### src/hw/rtl/tcpq_pkg.sv
// ----------------------------------------------------------------------------
// Two-class priority queue package
// Shared widths, codes and the command and status bundles of the class rings.
// ----------------------------------------------------------------------------
package tcpq_pkg;

   localparam int unsigned CLASS_DEPTH = 16;
   localparam int unsigned AGE_W       = 8;
   localparam int unsigned PAYLOAD_W   = 16;
   localparam int unsigned WORD_W      = AGE_W + PAYLOAD_W;
   localparam int unsigned STATUS_W    = 2;
   localparam int unsigned TOTAL_W     = 6;

   localparam logic [AGE_W-1:0] THRESHOLD_RESET = 8'd59;

   typedef enum logic {
      KIND_INSERT = 1'b0,
      KIND_REMOVE = 1'b1
   } kind_type;

   typedef enum logic [STATUS_W-1:0] {
      STATUS_INSERTED = 2'd0,
      STATUS_REMOVED  = 2'd1,
      STATUS_EMPTY    = 2'd2,
      STATUS_FULL     = 2'd3
   } rsp_status_type;

   typedef struct packed {
      logic              push;
      logic              pop;
      logic [WORD_W-1:0] wr_word;
   } ring_cmd_type;

   typedef struct packed {
      logic              full;
      logic              empty;
      logic [WORD_W-1:0] rd_word;
   } ring_stat_type;

endpackage

### src/hw/rtl/tcpq_ring.sv
// ----------------------------------------------------------------------------
// Class ring buffer
// One FIFO class: a synchronous entry memory with head and count registers.
// Read data of a pop is registered and valid in the cycle after the pop.
// ----------------------------------------------------------------------------
module tcpq_ring #(
   parameter int unsigned DEPTH = tcpq_pkg::CLASS_DEPTH
) (
   input  logic                         clock,
   input  logic                         reset,
   input  tcpq_pkg::ring_cmd_type       cmd,
   output tcpq_pkg::ring_stat_type      stat,
   output logic [$clog2(DEPTH+1)-1:0]   count
);

   localparam int unsigned IDXW = $clog2(DEPTH);
   localparam int unsigned CNTW = $clog2(DEPTH + 1);
   localparam int unsigned SUMW = CNTW + 1;

   logic [tcpq_pkg::WORD_W-1:0] mem [DEPTH];
   logic [tcpq_pkg::WORD_W-1:0] rd_word_ff;

   logic [IDXW-1:0] head_ff, head_in;
   logic [CNTW-1:0] count_ff, count_in;
   logic [SUMW-1:0] tail_sum;
   logic [IDXW-1:0] tail;
   logic            full, empty, do_push, do_pop;

   assign full    = (count_ff == CNTW'(DEPTH));
   assign empty   = (count_ff == '0);
   assign do_push = cmd.push && !full;
   assign do_pop  = cmd.pop && !empty;

   assign tail_sum = SUMW'(head_ff) + SUMW'(count_ff);

   always_comb begin
      if (tail_sum >= SUMW'(DEPTH)) begin
         tail = IDXW'(tail_sum - SUMW'(DEPTH));
      end else begin
         tail = IDXW'(tail_sum);
      end
   end

   always_comb begin
      head_in  = head_ff;
      count_in = count_ff;
      if (do_push) begin
         count_in = count_ff + 1'b1;
      end else if (do_pop) begin
         count_in = count_ff - 1'b1;
         if (head_ff == IDXW'(DEPTH - 1)) begin
            head_in = '0;
         end else begin
            head_in = head_ff + 1'b1;
         end
      end
   end

   always_ff @(posedge clock) begin
      if (reset) begin
         head_ff  <= '0;
         count_ff <= '0;
      end else begin
         head_ff  <= head_in;
         count_ff <= count_in;
      end
   end

   always_ff @(posedge clock) begin
      if (do_push) begin
         mem[tail] <= cmd.wr_word;
      end
      if (do_pop) begin
         rd_word_ff <= mem[head_ff];
      end
   end

   assign stat.full    = full;
   assign stat.empty   = empty;
   assign stat.rd_word = rd_word_ff;
   assign count        = count_ff;

endmodule

### src/hw/rtl/two_class_priority_queue.sv
// ----------------------------------------------------------------------------
// Two-class strict-priority queue
// Requests on the req_ channel either insert an entry (tuser low) or remove
// the head entry (tuser high). An insert whose age is strictly above the
// threshold register joins the high class, any other joins the low class;
// each class keeps FIFO order in its own ring memory of CLASS_DEPTH entries.
// A remove returns the oldest high entry, else the oldest low entry.
// Every request yields exactly one response on the rsp_ channel, carrying a
// status code, the removed entry and the total entry count.
// An insert, a dropped insert or a remove from an empty queue answers in the
// cycle after acceptance and a new request can follow at once. A remove that
// returns an entry answers after a ring read in STATE_POP. The response sits
// in an output register; while a response waits, a new request is taken only
// in a cycle in which the receiver takes that response. Reset empties both
// classes at once and loads the threshold with 59. The user is to write the
// threshold through csr_wr_en and csr_wr_data only while idle (unenforced).
// ----------------------------------------------------------------------------
module two_class_priority_queue #(
   parameter int unsigned CLASS_DEPTH = tcpq_pkg::CLASS_DEPTH
) (
   input  logic        clock,
   input  logic        reset,
   input  logic        req_tvalid,
   output logic        req_tready,
   input  logic [23:0] req_tdata,   // age [7:0], payload [23:8]
   input  logic        req_tuser,   // kind [0]
   output logic        rsp_tvalid,
   input  logic        rsp_tready,
   output logic [31:0] rsp_tdata,   // out_age [7:0], out_payload [23:8],
                                    // total_entries [29:24], zero [31:30]
   output logic [1:0]  rsp_tuser,   // status [1:0]
   input  logic        csr_wr_en,
   input  logic [7:0]  csr_wr_data
);

   localparam int unsigned CNTW = $clog2(CLASS_DEPTH + 1);
   localparam int unsigned TOTW = CNTW + 1;

   typedef enum logic [1:0] {
      STATE_IDLE = 2'b01,
      STATE_POP  = 2'b10
   } state_type;

   state_type state_ff, state_in;
   logic      pop_high_ff, pop_high_in;

   logic [tcpq_pkg::AGE_W-1:0]     threshold_ff;
   logic                           rsp_valid_ff, rsp_valid_in;
   tcpq_pkg::rsp_status_type       status_ff, status_in;
   logic [tcpq_pkg::AGE_W-1:0]     age_ff, age_in;
   logic [tcpq_pkg::PAYLOAD_W-1:0] payload_ff, payload_in;
   logic [tcpq_pkg::TOTAL_W-1:0]   total_ff, total_in;

   tcpq_pkg::ring_cmd_type  high_cmd, low_cmd;
   tcpq_pkg::ring_stat_type high_stat, low_stat;
   logic [CNTW-1:0]         high_count, low_count;

   logic                           accept, is_high, target_full;
   logic [tcpq_pkg::AGE_W-1:0]     req_age;
   logic [tcpq_pkg::PAYLOAD_W-1:0] req_payload;
   logic [TOTW-1:0]                total_now;
   logic [tcpq_pkg::WORD_W-1:0]    pop_word;

   assign req_age     = req_tdata[7:0];
   assign req_payload = req_tdata[23:8];
   assign req_tready  = (state_ff == STATE_IDLE) && (!rsp_valid_ff || rsp_tready);
   assign accept      = req_tvalid && req_tready;
   assign is_high     = (req_age > threshold_ff);
   assign target_full = is_high ? high_stat.full : low_stat.full;
   assign total_now   = TOTW'(high_count) + TOTW'(low_count);
   assign pop_word    = pop_high_ff ? high_stat.rd_word : low_stat.rd_word;

   always_comb begin
      high_cmd.push    = 1'b0;
      high_cmd.pop     = 1'b0;
      high_cmd.wr_word = {req_age, req_payload};
      low_cmd.push     = 1'b0;
      low_cmd.pop      = 1'b0;
      low_cmd.wr_word  = {req_age, req_payload};
      state_in         = state_ff;
      pop_high_in      = pop_high_ff;
      rsp_valid_in     = rsp_valid_ff && !rsp_tready;
      status_in        = status_ff;
      age_in           = age_ff;
      payload_in       = payload_ff;
      total_in         = total_ff;
      unique case (state_ff)
         STATE_IDLE: begin
            if (accept) begin
               age_in     = '0;
               payload_in = '0;
               if (tcpq_pkg::kind_type'(req_tuser) == tcpq_pkg::KIND_INSERT) begin
                  rsp_valid_in = 1'b1;
                  if (target_full) begin
                     status_in = tcpq_pkg::STATUS_FULL;
                     total_in  = tcpq_pkg::TOTAL_W'(total_now);
                  end else begin
                     status_in     = tcpq_pkg::STATUS_INSERTED;
                     total_in      = tcpq_pkg::TOTAL_W'(total_now + 1'b1);
                     high_cmd.push = is_high;
                     low_cmd.push  = !is_high;
                  end
               end else if (!high_stat.empty) begin
                  high_cmd.pop = 1'b1;
                  pop_high_in  = 1'b1;
                  state_in     = STATE_POP;
               end else if (!low_stat.empty) begin
                  low_cmd.pop = 1'b1;
                  pop_high_in = 1'b0;
                  state_in    = STATE_POP;
               end else begin
                  rsp_valid_in = 1'b1;
                  status_in    = tcpq_pkg::STATUS_EMPTY;
                  total_in     = tcpq_pkg::TOTAL_W'(total_now);
               end
            end
         end
         STATE_POP: begin
            rsp_valid_in = 1'b1;
            status_in    = tcpq_pkg::STATUS_REMOVED;
            age_in       = pop_word[tcpq_pkg::WORD_W-1:tcpq_pkg::PAYLOAD_W];
            payload_in   = pop_word[tcpq_pkg::PAYLOAD_W-1:0];
            total_in     = tcpq_pkg::TOTAL_W'(total_now);
            state_in     = STATE_IDLE;
         end
         default: begin
            state_in = STATE_IDLE;
         end
      endcase
   end

   always_ff @(posedge clock) begin
      if (reset) begin
         state_ff     <= STATE_IDLE;
         rsp_valid_ff <= 1'b0;
         threshold_ff <= tcpq_pkg::THRESHOLD_RESET;
      end else begin
         state_ff     <= state_in;
         rsp_valid_ff <= rsp_valid_in;
         if (csr_wr_en) begin
            threshold_ff <= csr_wr_data;
         end
      end
   end

   always_ff @(posedge clock) begin
      pop_high_ff <= pop_high_in;
      status_ff   <= status_in;
      age_ff      <= age_in;
      payload_ff  <= payload_in;
      total_ff    <= total_in;
   end

   tcpq_ring #(
      .DEPTH (CLASS_DEPTH)
   ) u_high_ring (
      .clock (clock),
      .reset (reset),
      .cmd   (high_cmd),
      .stat  (high_stat),
      .count (high_count)
   );

   tcpq_ring #(
      .DEPTH (CLASS_DEPTH)
   ) u_low_ring (
      .clock (clock),
      .reset (reset),
      .cmd   (low_cmd),
      .stat  (low_stat),
      .count (low_count)
   );

   assign rsp_tvalid = rsp_valid_ff;
   assign rsp_tuser  = status_ff;
   assign rsp_tdata  = {2'b00, total_ff, payload_ff, age_ff};

   a_count_bounded: assert property (@(posedge clock) disable iff (reset)
      (high_count <= CNTW'(CLASS_DEPTH)) && (low_count <= CNTW'(CLASS_DEPTH)))
      else $error("class count exceeds the ring depth");

   a_no_accept_in_pop: assert property (@(posedge clock) disable iff (reset)
      (state_ff == STATE_POP) |-> !req_tready)
      else $error("request accepted while a remove is reading memory");

   a_remove_reads: assert property (@(posedge clock) disable iff (reset)
      (accept && req_tuser && (total_now != '0)) |=> (state_ff == STATE_POP))
      else $error("remove from a nonempty queue did not read memory");

   a_pop_responds: assert property (@(posedge clock) disable iff (reset)
      (state_ff == STATE_POP) |=>
         (rsp_valid_ff && (status_ff == tcpq_pkg::STATUS_REMOVED)))
      else $error("memory read did not produce a removed response");

endmodule
### config.mk
export PLATFORM = sky130hd
export DESIGN_NAME = two_class_priority_queue
export DESIGN_NICKNAME = d
export VERILOG_FILES = /design/src/hw/rtl/tcpq_pkg.sv /design/src/hw/rtl/tcpq_ring.sv /design/src/hw/rtl/two_class_priority_queue.sv
export SDC_FILE = /design/constraint.sdc
export NUM_CORES = 1
export LEC_CHECK = 0
export BUFFER_PORTS_ARGS = -buffer_cell sky130_fd_sc_hd__clkbuf_2
export CORE_MARGIN = 8
export CORE_UTILIZATION = 50
export DETAILED_ROUTE_END_ITERATION = 12
export GPL_TIMING_DRIVEN = 0
export PLACE_DENSITY_LB_ADDON = 0.12
export SYNTH_ARGS = -nofsm -noshare
export SYNTH_HDL_FRONTEND = slang
export SYNTH_SLANG_ARGS = --single-unit
export TNS_END_PERCENT = 5
### constraint.sdc
create_clock -name clock -period 7.88 [get_ports clock]
set_input_delay 1.576 -clock clock [delete_from_list [all_inputs] [get_ports clock]]
set_output_delay 1.576 -clock clock [all_outputs]
set_load 0.1 [all_outputs]
; ---- Word-level counts from Yosys, hierarchy flattened
; Memory sizes are Yosys's and may differ from the RTL's. A register that Yosys moved wholly into a read port is not among the register bits.
; Index checks and enable logic that the tools add are counted.
[totals]
register_bits = 62
latch_bits = 0
ramBits = 768
rom_bits = 0
inputBits = 38
out_inout_bits = 36
elab_cells = 120
mem_count = 2
[memory_table]
columns = name, depth, word_bits, rd, rd_clocked_by_memory_dff, wr, line_no
row1 = u_high_ring.mem, 16, 24, 1, 1, 1, tcpq_ring.sv:20  ; logic [tcpq_pkg::WORD_W-1:0] mem [DEPTH];
row2 = u_low_ring.mem, 16, 24, 1, 1, 1, tcpq_ring.sv:20
[classes]
n_addsub = 12
mul = 0
div_mod_pow = 0
order_cmp = 3
n_eq_ne = 10
shifts = 0
n_mux = 51
n_bitwise = 3
n_reduce_logical = 27
[ops]
columns = operator, n
row1 = $pmux W16 S2, 1
row2 = $mux W6, 5
row3 = $mux W24, 1
row4 = $mux W2, 11
row5 = $mux W5, 4
row6 = $mux W1, 19
row7 = $mux W16, 1
row8 = $mux W4, 4
row9 = $pmux W8 S2, 1
row10 = $add A4 B5 Y6, 2
row11 = $ge A6 B5 Y1 const B, 2
row12 = $pmux W6 S2, 1
row13 = $add A5 B1 Y5 const B, 2
row14 = $eq A5 B5 Y1 const B, 2
row15 = $logic_not A5 Y1, 2
row16 = $sub A5 B1 Y5 const B, 2
row17 = $add A4 B1 Y4 const B, 2
row18 = $eq A4 B4 Y1 const B, 2
row19 = $gt A8 B8 Y1, 1
row20 = $mux W8, 1
row21 = $reduce_and A4 Y1, 2
row22 = $sub A4 B1 Y4 const B, 2
row23 = $logic_and A1 B1 Y1, 7
row24 = $logic_not A1 Y1, 7
row25 = 14 further kinds, 22

; ---- Logic depth before layout (Yosys ltp)
; Gate-level depths: netlist of run 1.
[logic_depth]
word_depth = 9
ltp_mapped = 14
ltp_nobuf = 14

; ---- Hierarchy
; Synthesis of run 1 repeated with hierarchy kept, for this count alone.
[unflattened]
cells_unflattened = 1665
area_unflattened_um2 = 34216.6
[by_module_without_submodules]
columns = module, n_inst, cells_each, area_each_um2, seq_area_each_um2
row1 = tcpq_ring, 2, 725, 15886.5, 12431.9
row2 = two_class_priority_queue, 1, 215, 2443.6, 1211.2

; ---- Worst setup path after synthesis of run 1
; No wires, ideal clock.
[synth_timing]
path_kind = input -> register
startpoint = input req_tdata[5]
endpoint = memory u_high_ring.mem[4][0] in the netlist's numbering (enable)
setup_ps = 466
arrival_time_ps = 5210
t_required_ps = 7414
setup_slack_ps = 2204
cell_stages = 7
path_buffers = 1
path_cell_list = ha_1 a211oi_2 nor2_2 and4bb_1 or3_1 clkbuf_1 nor4_1
[synth_between]
elab_chain_len = 9
[synth_lines]
columns = element, line_no
row1 = "start, declared", two_class_priority_queue.sv:25  ; input logic [23:0] req_tdata,
row2 = $gt A8 B8 Y1 *, two_class_priority_queue.sv:68  ; assign is_high = (req_age > threshold_ff);
row3 = $mux W1, two_class_priority_queue.sv:69  ; assign target_full = is_high ? high_stat.full : low_stat.full;
row4 = $mux W1 *, two_class_priority_queue.sv:94  ; if (target_full) begin
row5 = $mux W1 *, two_class_priority_queue.sv:92  ; if (tcpq_pkg::kind_type'(req_tuser) == tcpq_pkg::KIND_INSERT) begin
row6 = $mux W2 *, two_class_priority_queue.sv:89  ; if (accept) begin
row7 = $mux W2 *, two_class_priority_queue.sv:87  ; unique case (state_ff)
row8 = $logic_and A1 B1 Y1 *, tcpq_ring.sv:31  ; assign do_push = cmd.push && !full;
row9 = $mux W1 *, tcpq_ring.sv:70  ; if (do_push) begin
row10 = $mux W1 (implied by the code) *, tcpq_ring.sv:71  ; mem[tail] <= cmd.wr_word;
row11 = "end, declared", tcpq_ring.sv:20
; Mark *: on every way between the ends. The rest lies on a longest branch, timed or not.

; ---- Worst setup path in the final report of run 1
[layout_timing]
startpoint = input req_tdata[5]
endpoint = memory u_low_ring.mem[1][10] in the netlist's numbering (enable)
[layout_between]
elab_chain_len = 9
elab_cells_between_ends = 10
classes_between = order compare: 1 / mux: 7 / reduce/logical: 2
[layout_lines]
columns = element, line_no
row1 = $gt A8 B8 Y1 *, two_class_priority_queue.sv:68
row2 = $mux W1 or $logic_not A1 Y1 (tied branches), "two_class_priority_queue.sv:69, two_class_priority_queue.sv:101"
row3 = $mux W1 *, two_class_priority_queue.sv:94
row4 = $mux W1 *, two_class_priority_queue.sv:92
row5 = $mux W2 *, two_class_priority_queue.sv:89
row6 = $mux W2 *, two_class_priority_queue.sv:87
row7 = $logic_and A1 B1 Y1 *, tcpq_ring.sv:31
row8 = $mux W1 *, tcpq_ring.sv:70
row9 = $mux W1 (implied by the code) *, tcpq_ring.sv:71
row10 = "end, declared", tcpq_ring.sv:20
; Marked as above.

==> flow_metrics.tcl, run 1 <==
set metrics [dict create \
    status "complete, no violations" \
    num-nets-final 1978 \
    period_share_pct 65.1 \
    hold_class "register to register" \
    grt_max_degree 34 \
    yosysMostFrequentCell "edfxtp_1" \
    postCtsHoldBufs 0 \
    numPortBuffers 70 \
    yosysTopAreaCell "edfxtp_1" \
    grt_usage_pct 19.7 \
    met1_usage_pct 29.4 \
    pre_cts_ws_ns 2.09 \
    crit_chain "clkbuf_2 -> ha_1 -> a211oi_2 -> nor2_2 -> o31ai_2 -> nor2_1 -> or2_1 -> buf_2 -> nor3_2 -> buf_4 -> buf_8" \
    finalMaxSlewViolations 0 \
    pin_count 74 \
    final_antenna_net_count 0 \
    grt_use_met2_pct 30.0 \
    ys_warn_count 0 \
    routed_wire_length_per_instance_um 26.8 \
    seqPwrFrac_pct 45.6 \
    worst_hold_startpoint "threshold_ff[4]" \
    nFillCells 5040 \
    setup_violations 0 \
    row_count 96 \
    busiest_layer "met2" \
    clockPowerShare_pct 32.8 \
    worst_path_max_delay_cell "nor3_2" \
    clockBufferDepth 3 \
    startpoint "req_tdata[5]" \
    post_cts_buffers 0 \
    overflow 0 \
    critPathRequiredTime_ns 8.21 \
    netlist_instances 1678 \
    power.density_nw_per_um2 308 \
    via_count 16936 \
    critPathTopFamily "simple AND/OR/NAND/NOR gates" \
    clock-root-buffer "clkbuf_16" \
    period_needed_ns 5.13 \
    switchingPower_w 0.00352 \
    area_growth_pct 14.9 \
    cts_tree "yes" \
    cp-end-kind "register" \
    dieWidth_um 279 \
    finish.utilization_pct 57.9 \
    drc 0 \
    multi_input_area_um2 8140 \
    grt_pass1_wl_um 113000 \
    ys_seq_area_share_pct 75.5 \
    netlist_area_um2 34500 \
    slowest_delay_ns 0.85 \
    clkTransAtPathRegs_ns 0.06 \
    synthDistinctLibCells 61 \
    startpoint_type "primary input" \
    use_met3_pct 3.08 \
    drv_cap 0 \
    antenna_found_initial 0 \
    initial_core_util_pct 50.4 \
    drt_first_pass_iters 7 \
    critPathKind "primary input to register" \
    synth-main-ff-cell "edfxtp_1" \
    crit_arrival_ns 5.45 \
    finalHoldViolCount 0 \
    grt_pass1_vias 17227 \
    core_area_um2 68500 \
    hpwl_um 52800 \
    synth_edf_count 849 \
    die_h_um 279 \
    path_buf_inv 4 \
    p_int_w 0.00870 \
    finalClockSkew_ns 0.0247 \
    cp_max_fo 33 \
    cts-htree-levels 3 \
    clock_latency_ns 0.62 \
    power_frac_comb_pct 21.6 \
    netlist.area_leader.share_pct 73.8 \
    drive_gt1_share_pct 27.2 \
    cts_resized 0 \
    finalWirelength_um 76600 \
    n_antenna_cell 0 \
    synthArstFlopShare_pct 0 \
    synthTopCellsByCount "edfxtp_1 (849), mux4_2 (192), mux2i_1 (81), a21oi_1 (74), a211oi_1 (49)" \
    place.gp.congestion 0.873 \
    vias_per_cell 5.93 \
    final.setup.worst_slack_ns 2.75 \
    die_area_um2 77700 \
    synth.area.top_cells "edfxtp_1 (74%), mux4_2 (13%), mux2i_1 (2.3%)" \
    leakage_nw 12.6 \
    synth-seq-cells 878 \
    timing.rr.start "u_low_ring.head_ff[1]" \
    drt-initial-drc-count 1546 \
    p_sw_share_pct 28.8 \
    ir_worst_vdd_mv 0.271 \
    fmax_ghz 0.195 \
    tightest_slew_ns 1.09 \
    rsz0062_at_grt "false" \
    max-slew-margin-rel_pct 26.5 \
    clkSinkCount 878 \
    post_synth.cell_area_avg_um2 20.6 \
    regArea_um2 26100 \
    numCtsBuffers 88 \
]
[per-stage QoR]
stage / power (W) / TNS [ns] / hold slack [ns] / cells / instance area [um2]
final: 0.0122 / 0 / 0.504 / 2858 / 39700
after floorplan: 0.00759 / 0 / 0.446 / 1679 / 34500
after CTS: 0.0123 / 0 / 0.508 / 2857 / 39600
after global placement: 0.00820 / -116.05 / 0.478 / 2631 / 36000
after global routing: 0.0127 / 0 / 0.536 / 2858 / 39700
after detailed placement: 0.00832 / 0 / 0.492 / 2696 / 36900
[placed cells by master, fill, tap and decap left out, types with 7 or more instances in the layout]
cell type / n
clkbuf_2: 70
edfxtp_1: 849
or3_1: 8
a21o_1: 8
a21oi_1: 74
nor2b_1: 29
bufinv_16: 7
nor2_1: 35
nand2_1: 26
inv_1: 23
clkinv_1: 27
buf_6: 42
o21ai_0: 13
clkbuf_16: 90
mux2i_1: 81
and2_1: 28
buf_4: 35
buf_2: 22
a211oi_1: 49
clkbuf_1: 58
ha_1: 30
clkinv_2: 17
xnor2_1: 11
dfxtp_1: 29
nor3_2: 22
xor2_1: 10
mux4_2: 192
[cell type report]
cell class / instances / area share, %
plain buffers: 85 / 1.03
clock buffers: 105 / 5.82
clock inverters: 56 / 1.14
inverters: 26 / 0.252
multi-input cells: 690 / 20.5
flip-flops and latches: 878 / 65.7
well taps: 882 / 2.78
repair buffers: 136 / 2.72
[registers in the layout, indices dropped and copies added (netlist names)]
signal / flops
u_high_ring.mem: 384
u_low_ring.mem: 384
u_high_ring.rd_word_ff: 24
u_low_ring.rd_word_ff: 24
payload_ff: 16
age_ff: 8
threshold_ff: 8
total_ff: 6
u_high_ring.count: 5
u_low_ring.count: 5
u_high_ring.head_ff: 4
u_low_ring.head_ff: 4
rsp_tuser: 2
state_ff: 2
pop_high_ff: 1
rsp_tvalid: 1
[final timing paths]
check / slack [ns] / cells after the start / endpoint
worst max register to register: 3.82 / 7 / u_low_ring.mem[14][3]
worst min register to register: 0.50 / 2 / threshold_ff[4]
worst min-delay path: 0.50 / 2 / threshold_ff[4]
worst max-delay path: 2.75 / 11 / u_low_ring.mem[1][10]
[per-layer routing]
layer | vias to the layer above | part of all wire [%]
met5 | - | 0
li1 | 7379 | -
met2 | 569 | 46
met1 | 8877 | 46
met4 | 0 | 2.6
met3 | 111 | 6.1
[tightest hold or removal path, stage by stage, from the launching register on]
cell	delay [ns]
dfxtp_1	0.30
inv_1	0.07
o211ai_1	0.08
[power groups by stage]
stage	logic (W)	clock network [W]	registers, W
6_report	0.00264	0.00401	0.00557
5_1_grt	0.00282	0.00427	0.00560
4_1_cts	0.00266	0.00409	0.00558
3_5_place_dp	0.00265	0	0.00567
3_3_place_gp	0.00252	0	0.00568
2_1_floorplan	0.00148	0	0.00611
[logic make-up (layout without fill, tap and decap cells)]
kind of cell             after synthesis  in the layout  share of synthesized area, %
AO/OA/AOI/OAI                        164            164                          2.97
XOR/XNOR                              21             21                         0.533
adder cells (fa/ha/maj)               35             35                          1.38
buffers and inverters                111            408                          1.47
flip-flops                           878            878                          75.5
multiplexers                         276            276                          15.0
other                                  1              2                        0.0109
AND/OR/NAND/NOR                      192            192                          3.16
No activity file was read; power rests on OpenSTA's default activity.
==> inputs of run 2 (changes only) <==
Settings changed: ABC_AREA from default to 1.
Clock period 7.88 ns to 5.2 ns, I/O delays scaled along.
==> flow_metrics.tcl, run 2 <==
set metrics [dict create \
    p_sw_share_pct 31.4 \
    vias_per_cell 5.97 \
    placed_area_um2 37000 \
    tightest_slew_ns 1.14 \
    finish.utilization_pct 57.2 \
    overflow 0 \
    finalMaxSlewViolations 0 \
    die_h_um 280 \
    p_int_w 0.0126 \
    final.setup.worst_slack_ns 1.12 \
    clock-root-buffer "clkbuf_16" \
    leakage_nw 13.2 \
    cts_resized 0 \
    power_frac_comb_pct 21.0 \
    fmax_ghz 0.245 \
    synth-seq-cells 878 \
    max-slew-margin-rel_pct 24.1 \
    cts-htree-levels 3 \
    seqPwrFrac_pct 45.4 \
    finalWirelength_um 99800 \
    placed_cells 3616 \
    worst_hold_startpoint "threshold_ff[7]" \
    final_antenna_net_count 0 \
    hpwl_um 63700 \
    netlist_area_um2 34900 \
    postLayoutCellArea_um2 39800 \
    critPathKind "primary input to register" \
    drive_gt1_share_pct 11.7 \
    numPortBuffers 70 \
    switchingPower_w 0.00575 \
    rsz0062_at_grt "false" \
    final_common_cell "edfxtp_1" \
    crit_arrival_ns 4.42 \
    grt_pass1_vias 21759 \
    initial_core_util_pct 50.2 \
    clock_latency_ns 0.65 \
    power.density_nw_per_um2 460 \
    core_area_um2 69500 \
    ys_seq_area_share_pct 74.7 \
    instances_no_fill 3784 \
    yosysTopAreaCell "edfxtp_1" \
    drt_first_pass_iters 5 \
    drc 0 \
    via_count 22595 \
    netlist_instances 2588 \
    synth-main-ff-cell "edfxtp_1" \
    mostFrequentLayoutCells "edfxtp_1 (849), nor2_1 (486), o21ai_0 (322)" \
    pin_count 74 \
    timing.rr.start "u_low_ring.head_ff[1]" \
    synthDistinctLibCells 39 \
    num-nets-final 2841 \
    grt_usage_pct 25.1 \
    drt-initial-drc-count 2783 \
    die_area_um2 78600 \
    cp-end-kind "register" \
    row_count 97 \
    hold_class "register to register" \
    clockBufferDepth 3 \
    grt_max_degree 34 \
    cts_tree "yes" \
    netlist.area_leader.share_pct 73.0 \
    grt_pass1_wl_um 145000 \
    pre_cts_ws_ns 0.522 \
    synth.area.top_cells "edfxtp_1 (73%), nor2_1 (5.6%), o21ai_0 (4.6%)" \
    synthArstFlopShare_pct 0 \
    finalHoldViolCount 0 \
    yosysMostFrequentCell "edfxtp_1" \
    cp_max_fo 33 \
    period_needed_ns 4.08 \
    place.gp.congestion 0.855 \
    period_share_pct 78.5 \
    startpoint "req_tdata[6]" \
    routed_wire_length_per_instance_um 26.4 \
    drv_cap 0 \
    fin_tns_setup_ns 0 \
    critPathRequiredTime_ns 5.54 \
    area_growth_pct 13.9 \
    reg_top3 "u_high_ring.mem (384), u_low_ring.mem (384)" \
    synthTopCellsByCount "edfxtp_1 (849), nor2_1 (518), o21ai_0 (323), nand2_1 (166), nand3_1 (110)" \
    dieWidth_um 280 \
    ys_warn_count 0 \
    status "complete, no violations" \
    post_cts_buffers 0 \
    post_synth.cell_area_avg_um2 13.5 \
    postCtsHoldBufs 0 \
    clkTransAtPathRegs_ns 0.06 \
    numCtsBuffers 89 \
    startpoint_type "primary input" \
    clockPowerShare_pct 33.7 \
    finalClockSkew_ns 0.0262 \
    synth_edf_count 849 \
    ir_worst_vdd_mv 0.463 \
    setup_violations 0 \
    antenna_found_initial 2 \
    clkSinkCount 878 \
]
run 2: cell count changes after synthesis, moves of 54 or more:
| cell | delta |
|---|---|
| mux4_2 | -192 |
| nor2_1 | +479 |
| o22ai_1 | +55 |
| o32ai_1 | +54 |
| nand3_1 | +105 |
| nand2_1 | +140 |
| o21ai_0 | +309 |
| o221ai_1 | +83 |
run 2: final timing paths:
| check | end | cells after the start | slack [ns] |
|---|---|---|---|
| max | u_low_ring.mem[14][17] | 11 | 1.12 |
| min | threshold_ff[7] | 2 | 0.47 |
| max reg2reg | u_low_ring.mem[14][17] | 9 | 1.20 |
| min reg2reg | threshold_ff[7] | 2 | 0.47 |
run 2: power groups by stage:
stage	clock (W)	combinational [W]	sequential [W]
floorplan	0	0.00193	0.00893
global placement	0	0.00365	0.00846
detailed placement	0	0.00378	0.00845
CTS	0.00622	0.00379	0.00831
global route	0.00647	0.00411	0.00833
finish	0.00616	0.00384	0.00831
run 2: cell type report:
class / count / area [um2]
multi-input cells: 1481 / 8030
diodes: 1 / 2.50
repair buffers: 88 / 721
inverters: 76 / 285
fillers: 5563 / 29800
clock buffers: 116 / 2380
clock inverters: 50 / 394
flip-flops and latches: 878 / 26100
plain buffers: 154 / 708
well taps: 940 / 1180
run 2: cells by family after synthesis:
group / after synthesis / synth area share (%)
flops: 878 / 74.7
simple gates: 817 / 9.58
compound gates: 570 / 9.97
buf+inv: 230 / 2.84
mux: 42 / 1.20
fa+ha+maj: 35 / 1.36
xor+xnor: 15 / 0.376
other cells: 1 / 0.0107
run 2: metrics by stage:
stage,hold slack [ns],power (W)
6_report,0.470,0.0183
5_1_grt,0.500,0.0189
4_1_cts,0.481,0.0183
3_5_place_dp,0.470,0.0122
3_3_place_gp,0.453,0.0121
2_1_floorplan,0.433,0.0109
run 2: critical path, cell delays in order:
cell	delay (ns)
clkbuf_2	0.57
ha_1	0.56
nand2_1	0.06
nor2_1	0.21
nand4_2	0.20
nand2_1	0.18
nand3_2	0.19
inv_2	0.19
nand3_2	0.19
nor2_2	0.73
buf_8	0.25
run 2: per-layer routing:
layer	global-route usage, %	vias to the layer above	wire length [um]
li1	-	10024	-
met3	5.43	161	10100
met2	35.5	1080	42100
met4	8.69	2	3280
met1	38.1	11328	44300
met5	0	-	13
==> inputs of run 3 (changes only) <==
Clock period 5.2 ns to 4.1 ns, I/O delays scaled along.
==> flow_metrics.tcl, run 3 (synthesis gave the netlist of run 2 again) <==
set metrics [dict create \
    reg_top3 "u_high_ring.mem (384), u_low_ring.mem (384)" \
    met1_length_um 44600 \
    cts_resized 0 \
    final_common_cell "edfxtp_1" \
    wl_met2_um 42100 \
    worst_hold_startpoint "csr_wr_data[3]" \
    numCtsBuffers 89 \
    power_frac_comb_pct 21.0 \
    clockBufferDepth 3 \
    place.gp.congestion 0.855 \
    final_antenna_net_count 0 \
    finalClockSkew_ns 0.0227 \
    row_count 97 \
    hold_end "threshold_ff[3]" \
    drt-initial-drc-count 2757 \
    mostFrequentLayoutCells "edfxtp_1 (849), nor2_1 (486), o21ai_0 (322)" \
    final.setup.worst_slack_ns 0.118 \
    max-slew-margin-rel_pct 23.8 \
    status "complete, no violations" \
    cp_max_fo 14 \
    clockPowerShare_pct 33.6 \
    cts_tree "yes" \
    leakage_nw 13.2 \
    drc 0 \
    drv_cap 0 \
    rr_endpoint "u_low_ring.mem[12][9]" \
    vias_per_cell 5.99 \
    hold_path_depth 3 \
    initial_core_util_pct 50.2 \
    instances_no_fill 3784 \
    clock-root-buffer "clkbuf_16" \
    grt_usage_pct 25.1 \
    hpwl_um 63700 \
    grt_pass1_vias 21759 \
    seqPwrFrac_pct 45.4 \
    rrSetupSlack_ns 0.12 \
    power.density_nw_per_um2 583 \
    num-nets-final 2841 \
    antenna_found_initial 2 \
    switchingPower_w 0.00728 \
    critPathKind "register to register" \
    die_area_um2 78600 \
    drt_first_pass_iters 5 \
    post_cts_buffers 0 \
    rsz0062_at_grt "true" \
    period_share_pct 97.1 \
    clkSinkCount 878 \
    die_h_um 280 \
    ir_worst_vdd_mv 0.587 \
    fin_tns_setup_ns 0 \
    critPathRequiredTime_ns 4.44 \
    period_needed_ns 3.98 \
    numPortBuffers 70 \
    timing.rr.start "u_low_ring.head_ff[1]" \
    routed_wire_length_per_instance_um 26.4 \
    startpoint_type "register" \
    power.total_w 0.0232 \
    finalMaxSlewViolations 0 \
    dieWidth_um 280 \
    pin_count 74 \
    grt_max_degree 34 \
    hold_class "primary input to register" \
    grt_pass1_wl_um 145000 \
    cts-htree-levels 3 \
    placed_cells 3616 \
    area_growth_pct 13.9 \
    routed.top_layer "met4" \
    finish.utilization_pct 57.2 \
    pre_cts_ws_ns -0.358 \
    drive_gt1_share_pct 11.7 \
    via_count 22654 \
    fmax_ghz 0.251 \
    wl_met3_um 9860 \
    p_sw_share_pct 31.4 \
    finalWirelength_um 99900 \
    core_area_um2 69500 \
    clock_latency_ns 0.64 \
    finalHoldViolCount 0 \
    reg2reg_depth 9 \
    cp-end-kind "register" \
    startpoint "u_low_ring.head_ff[1]" \
    setup_violations 0 \
    postCtsHoldBufs 0 \
    clkTransAtPathRegs_ns 0.06 \
    crit_arrival_ns 4.33 \
    p_int_w 0.0159 \
    overflow 0 \
    nFillCells 5563 \
    tightest_slew_ns 1.14 \
]
[run 3: cell counts in the layout (fill, tap and decap cells not counted)]
No cell type changed its count.
[run 3: layout make-up]
cell class	count	area (um2)	area share [%]
Antenna cell	1	2.50	0.00629
Buffer	154	708	1.78
Clock buffer	116	2380	5.98
Clock inverter	50	394	0.991
Inverter	76	285	0.717
Multi-Input combinational cell	1481	8050	20.2
Sequential cell	878	26100	65.5
Tap cell	940	1180	2.96
Timing Repair Buffer	88	721	1.81
[run 3: critical path, stage by stage, from the launching register on]
cell and delay (ns):
dfxtp_1 0.79, inv_1 0.41, buf_2 0.31, buf_2 0.23
fa_1 0.44, xor2_1 0.20, inv_1 0.08, nand2_1 0.23
nor2_2 0.73, buf_16 0.23
[run 3: routing by layer]
layer	track usage, %	vias up
li1	-	10034
met4	8.69	0
met3	5.43	166
met5	0	-
met1	38.1	11320
met2	35.5	1134
[run 3: power by group through the flow]
stage / logic [W] / registers (W) / clock network, W
floorplan: 0.00245 / 0.0113 / 0
finish: 0.00486 / 0.0105 / 0.00781
global placement: 0.00462 / 0.0107 / 0
detailed placement: 0.00479 / 0.0107 / 0
global route: 0.00522 / 0.0106 / 0.00821
CTS: 0.00481 / 0.0105 / 0.00789
[run 3: worst max-delay path by stage]
stage | endpoint | slack, ns | depth (start not counted)
final | u_low_ring.mem[12][9] | 0.12 | 9
after global routing | u_low_ring.mem[12][16] | -0.02 | 9
after CTS | u_low_ring.mem[14][11] | 0.16 | 9
after detailed placement | u_low_ring.mem[14][15] | -0.36 | 11
after global placement | u_high_ring.mem[15][12] | -1.35 | 10
after floorplan | u_low_ring.mem[0][0] | 0.55 | 8
[run 3: metrics by stage]
step / cell area, um2 / hold WS (ns)
after floorplan: 34900 / 0.433
after global placement: 36500 / 0.453
after detailed placement: 37000 / 0.470
after CTS: 39700 / 0.381
after global routing: 39800 / 0.415
final: 39800 / 0.406
